### src/sv/ohlc_pkg.sv
`timescale 1ns / 1ps
package ohlc_pkg;

   localparam int INST_W    = 6;
   localparam int TIME_W    = 28;
   localparam int PRICE_W   = 32;
   localparam int HHMM_W    = 12;
   localparam int MIN_W     = 11;
   localparam int IV_W      = 6;
   localparam int CSR_W     = 12;
   localparam int CSR_IDX_W = 2;
   localparam int EXT_W     = 12;

   // shared divider: 12 quotient bits, divisor up to 100000
   localparam int DEN_W = 17;
   localparam int QUO_W = 12;
   localparam int CNT_W = 4;
   localparam logic [CNT_W-1:0] DIV_LAST = CNT_W'(QUO_W - 1);

   // hour and minute digits of an HHMM value
   localparam int HR_W = 6;
   localparam int MM_W = 7;

   localparam logic [DEN_W-1:0]  MS_PER_MINUTE = 17'd100000;
   localparam logic [DEN_W-1:0]  HHMM_RADIX    = 17'd100;
   localparam logic [EXT_W-1:0]  MIN_PER_HOUR  = 12'd60;

   localparam logic [IV_W-1:0]   IV_RESET    = 6'd1;
   localparam logic [HHMM_W-1:0] OPEN_RESET  = 12'd930;
   localparam logic [HHMM_W-1:0] CLOSE_RESET = 12'd1500;

   typedef enum logic [CSR_IDX_W-1:0] {
      CSR_INTERVAL,
      CSR_OPEN,
      CSR_CLOSE
   } csr_idx_type;

   typedef enum logic [3:0] {
      ST_IDLE,
      ST_DIV_T,
      ST_DIV_I,
      ST_MUL,
      ST_SESS,
      ST_DIV_M,
      ST_MIN,
      ST_READ,
      ST_UPD
   } state_type;

   typedef struct packed {
      logic             start;
      logic [DEN_W-1:0] rem;
      logic [QUO_W-1:0] num;
      logic [DEN_W-1:0] den;
   } div_req_type;

   typedef struct packed {
      logic             done;
      logic [QUO_W-1:0] quo;
      logic [DEN_W-1:0] rem;
   } div_rsp_type;

endpackage

### src/sv/ohlc_div.sv
`timescale 1ns / 1ps
module ohlc_div (
   input  logic                  clock,
   input  logic                  reset,
   input  ohlc_pkg::div_req_type req,
   output ohlc_pkg::div_rsp_type rsp
);
   import ohlc_pkg::*;

   logic [DEN_W-1:0] rem_ff, rem_in;
   logic [QUO_W-1:0] num_ff, num_in;
   logic [DEN_W-1:0] den_ff;
   logic [CNT_W-1:0] cnt_ff;
   logic             busy_ff;
   logic             done_ff;
   logic [DEN_W+1:0] trial;

   // one restoring step: shift in the next dividend bit, subtract if it fits
   always_comb begin
      trial  = {1'b0, rem_ff, num_ff[QUO_W-1]} - {2'b00, den_ff};
      rem_in = trial[DEN_W+1] ? {rem_ff[DEN_W-2:0], num_ff[QUO_W-1]} : trial[DEN_W-1:0];
      num_in = {num_ff[QUO_W-2:0], ~trial[DEN_W+1]};
   end

   always_ff @(posedge clock) begin
      if (reset) begin
         busy_ff <= 1'b0;
         done_ff <= 1'b0;
         cnt_ff  <= '0;
      end else if (req.start) begin
         busy_ff <= 1'b1;
         done_ff <= 1'b0;
         cnt_ff  <= '0;
      end else if (busy_ff) begin
         cnt_ff <= cnt_ff + 1'b1;
         if (cnt_ff == DIV_LAST) begin
            busy_ff <= 1'b0;
            done_ff <= 1'b1;
         end
      end else begin
         done_ff <= 1'b0;
      end
   end

   always_ff @(posedge clock) begin
      if (req.start) begin
         rem_ff <= req.rem;
         num_ff <= req.num;
         den_ff <= req.den;
      end else if (busy_ff) begin
         rem_ff <= rem_in;
         num_ff <= num_in;
      end
   end

   assign rsp.done = done_ff;
   assign rsp.quo  = num_ff;
   assign rsp.rem  = rem_ff;

endmodule

### config.mk
export PLATFORM = sky130hd
export DESIGN_NAME = ohlc_div
export DESIGN_NICKNAME = d
export VERILOG_FILES = /design/src/sv/ohlc_pkg.sv /design/src/sv/ohlc_div.sv
export SDC_FILE = /design/constraint.sdc
export NUM_CORES = 1
export LEC_CHECK = 0
export BUFFER_PORTS_ARGS = -buffer_cell sky130_fd_sc_hd__clkbuf_2
export CAP_MARGIN = 20
export CORE_MARGIN = 1.5
export CORE_UTILIZATION = 40
export CTS_BUF_LIST = sky130_fd_sc_hd__clkbuf_2 sky130_fd_sc_hd__clkbuf_4 sky130_fd_sc_hd__clkbuf_8
export CTS_CLUSTER_DIAMETER = 40
export CTS_CLUSTER_SIZE = 40
export DETAILED_ROUTE_END_ITERATION = 12
export PLACE_DENSITY_LB_ADDON = 0.08
export SYNTH_ARGS = -nofsm -noshare
export SYNTH_HDL_FRONTEND = slang
export SYNTH_SLANG_ARGS = --single-unit
### constraint.sdc
create_clock -name clock -period 2.9 [get_ports clock]
set_input_delay 0.87 -clock clock [delete_from_list [all_inputs] [get_ports clock]]
set_output_delay 0.87 -clock clock [all_outputs]
set_load 0.01 [all_outputs]
==> impl_metrics.toml <==
[sta]
period_minus_slack_ns = 2.830
worstMarginPinSlew_ns = 0.7336
fin_tns_setup_ns = 0
fmax_ghz = 0.3533
max_slew_margin = 0.5109
setup_violations = 0
maxSlewViolCount = 0
fin_skew_ns = 0.01427
period_share = 0.9760
hold_viol_final = 0

[synthesis]
ys.flop_type = "edfxtp_1"
synth-xor-area-share = 0.04549
yosysMostFrequentCell = "edfxtp_1"
avgSynthCellArea_um2 = 11.24
synth_top_area_frac = 0.4484
synth-seq-area-share = 0.4874
ys_async_sr_fraction = 0
synth-compound-area-share = 0.1580
synth_fp_nets = 342
muxShareOfSynthArea = 0.06418
synth_edf_count = 46
ys_ff_latch = 52
synth_top_family_by_area = "compound AO/OA/AOI/OAI gates"
syn-instance-count = 274
synth_common_cells = "46 x edfxtp_1, 23 x inv_1, 20 x nand2_1"
synthSimpleGateAreaFrac = 0.1133
synth_area_leader_cell = "edfxtp_1"
ys_top_cells_by_area = "edfxtp_1 45%, ha_1 7.3%, mux2_2 4.4%"
yosysWarnings = 0
synth_fa_ha_area_frac = 0.07961
syn_area_mm2 = 0.003080
synth.distinct_cells = 48

[power_and_ir_drop]
combPwrFrac = 0.463
power_density_mw_per_mm2 = 730.6
power.leakage_nw = 1.630
switchingPower_mw = 1.043
internal_power_mw = 1.726
power_frac_seq = 0.379
pwr-share-clk = 0.159
swShare = 0.3767
ir_drop_v = 0.0003386

[drt]
avgViaCountPerCell = 5.107
drt_first_iter_violations = 109
ant_nets = 0
via_count = 2349
drt-wirelength-per-cell_um = 14.60
drt_wl_total_um = 6714
firstDrtPassIters = 4
drc = 0

[placed_design]
post-dp-hpwl_um = 4848
routabilityCongestion = 0.8412
dpl.cell_count = 447
io_buffers = 78

[outcome]
status = "finished clean"

[flow_run]
maxCapViolCount = 0

[die]
io_pins = 79
die_h_um = 90.76
num_rows = 31
die_area_mm2 = 0.008236
core_area_mm2 = 0.007370
die_w_um = 90.76
start_util = 0.4180

[cells_and_area]
stdcell_count = 460
drive_above_1_share = 0.3573
finish.utilization = 0.5143
nNetsFinal = 428
syn_to_final_growth_pct = 23.03
n_antenna_cell = 0

[grt]
antenna_found_initial = 0
overflow = 0
grtUsageTotal = 0.1641
grt_pass1_wl_um = 10940
grt_max_degree = 38
grt_pass1_vias = 2327

[worst_setup_path]
crit_path_top_delay_cell = "edfxtp_1"
cp_cell_sequence = "inv_2, ha_4, inv_2, fa_2, a211oi_4, o21ai_4, a31oi_4, a31oi_4, a21oi_4, mux2_4, mux2_2"
critPathCaptureType = "flip-flop"
crit_required_ns = 2.97
r2r_slack_ns = 0.07
reg2reg_to = "rem_ff[16]"
critPathMaxStageDelay_ns = 0.41
critPathKind = "flip-flop to flip-flop"
path_max_fanout = 4
critical_path_buf_inv_count = 2
cp-endpoint = "rem_ff[16]"
cp.arrival_ns = 2.90
start_kind = "flip-flop"
critical_path_depth = 11
r2r.worst_path.cells = 11
crit_family = "compound AO/OA/AOI/OAI gates"
timing.rr.start = "num_ff[11]"
startpoint = "num_ff[11]"

[clock_tree]
cts_buffers = 5
path_clk_slew_ns = 0.10
htree_levels = 2
insertion_delay_ns = 0.32
clockRootBuffer = "clkbuf_8"
clockBufferDepth = 2
cts_tree = "built"
clkSinkCount = 52

[hold_path]
hp-class = "flip-flop to flip-flop"
[tightest hold or removal path, cell delays in order (launching register included)]
cell	delay (ns)
dfxtp_1	0.32
inv_1	0.05
a21oi_1	0.05
[registers in the layout, summed over array words and instances, names as in the netlist]
| name | cells |
|---|---|
| busy_ff | 1 |
| den_ff | 17 |
| cnt_ff | 4 |
| rem_ff | 17 |
| num_ff | 12 |
| done_ff | 1 |
[power by group through the flow]
stage | sequential [mW] | clock [mW] | combinational, mW
global route | 1.06 | 0.482 | 1.42
CTS | 1.05 | 0.454 | 1.20
global placement | 1.06 | 0 | 1.18
detailed placement | 1.07 | 0 | 1.19
finish | 1.05 | 0.439 | 1.28
floorplan | 1.09 | 0 | 0.825
[cells by family after synthesis]
family                     count (synthesis)
buffers and inverters                     37
muxes                                     18
and+or+nand+nor                           68
DFF                                       52
xor gates and xnor gates                  16
adders and majority gates                 19
AOI/OAI and AO/OA                         64
[cells in the final DEF (no fill, tap or decap), types with 4 or more instances in the layout]
cell type,netlist,layout
dfxtp_1,6,6
xnor2_1,5,5
o21ai_1,5,5
nand3b_1,8,8
a221o_1,5,5
mux2_2,12,12
buf_4,1,13
inv_1,23,21
edfxtp_1,46,46
clkbuf_2,0,78
clkbuf_8,0,5
nor2_1,7,7
nand3_1,6,6
nor2b_1,5,5
o21ai_0,7,7
a21o_1,5,5
mux2i_1,4,4
nand2_1,20,20
xor2_1,11,11
o311ai_1,6,6
ha_1,18,17
nor3_1,12,12
a21oi_1,18,18
[stage by stage]
| stage | power [mW] | setup slack, ns | cell area (um^2) | hold WS [ns] |
|---|---|---|---|---|
| floorplan | 1.914 | 0.05223 | 3087 | 0.4216 |
| global placement | 2.241 | 0.05379 | 3602 | 0.4385 |
| detailed placement | 2.251 | 0.005482 | 3602 | 0.4403 |
| CTS | 2.704 | 0.01652 | 3700 | 0.4565 |
| global route | 2.965 | -0.04015 | 3790 | 0.4754 |
| finish | 2.769 | 0.06970 | 3790 | 0.4501 |
[area by class of cell]
| type | count | area [um^2] |
|---|---|---|
| Fill cell | 712 | 3580 |
| Sequential cell | 52 | 1501 |
| Multi-Input combinational cell | 185 | 1476 |
| Timing Repair Buffer | 93 | 510.5 |
| Tap cell | 99 | 123.9 |
| Inverter | 23 | 86.33 |
| Clock buffer | 5 | 68.82 |
| Clock inverter | 3 | 22.52 |
[worst min-delay path by stage]
stage	from	to	slack [ns]	cells past startpoint
global route	done_ff	done_ff	0.48	2
floorplan	done_ff	done_ff	0.42	2
finish	done_ff	done_ff	0.45	2
detailed placement	done_ff	done_ff	0.44	2
global placement	done_ff	done_ff	0.44	2
CTS	done_ff	done_ff	0.46	2
[per-layer routing]
metal	wire (um)	vias to the layer above	track usage
met1	3177	1092	0.2169
met2	3132	61	0.2650
met3	341	5	0.03956
li1	-	1191	-
met4	63	0	0.04894
met5	0	-	0
[repair_timing]
| item | 4_1_cts | 5_1_grt |
|---|---|---|
| setup endpoints to repair | 2 | 11 |
| hold buffers | 0 | 0 |
| cloned | 0 | 0 |
| gates resized for setup | 2 | 10 |
| buffers inserted | 0 | 5 |
| pin swaps | 3 | 9 |
No activity file was read; power rests on OpenSTA's default activity.
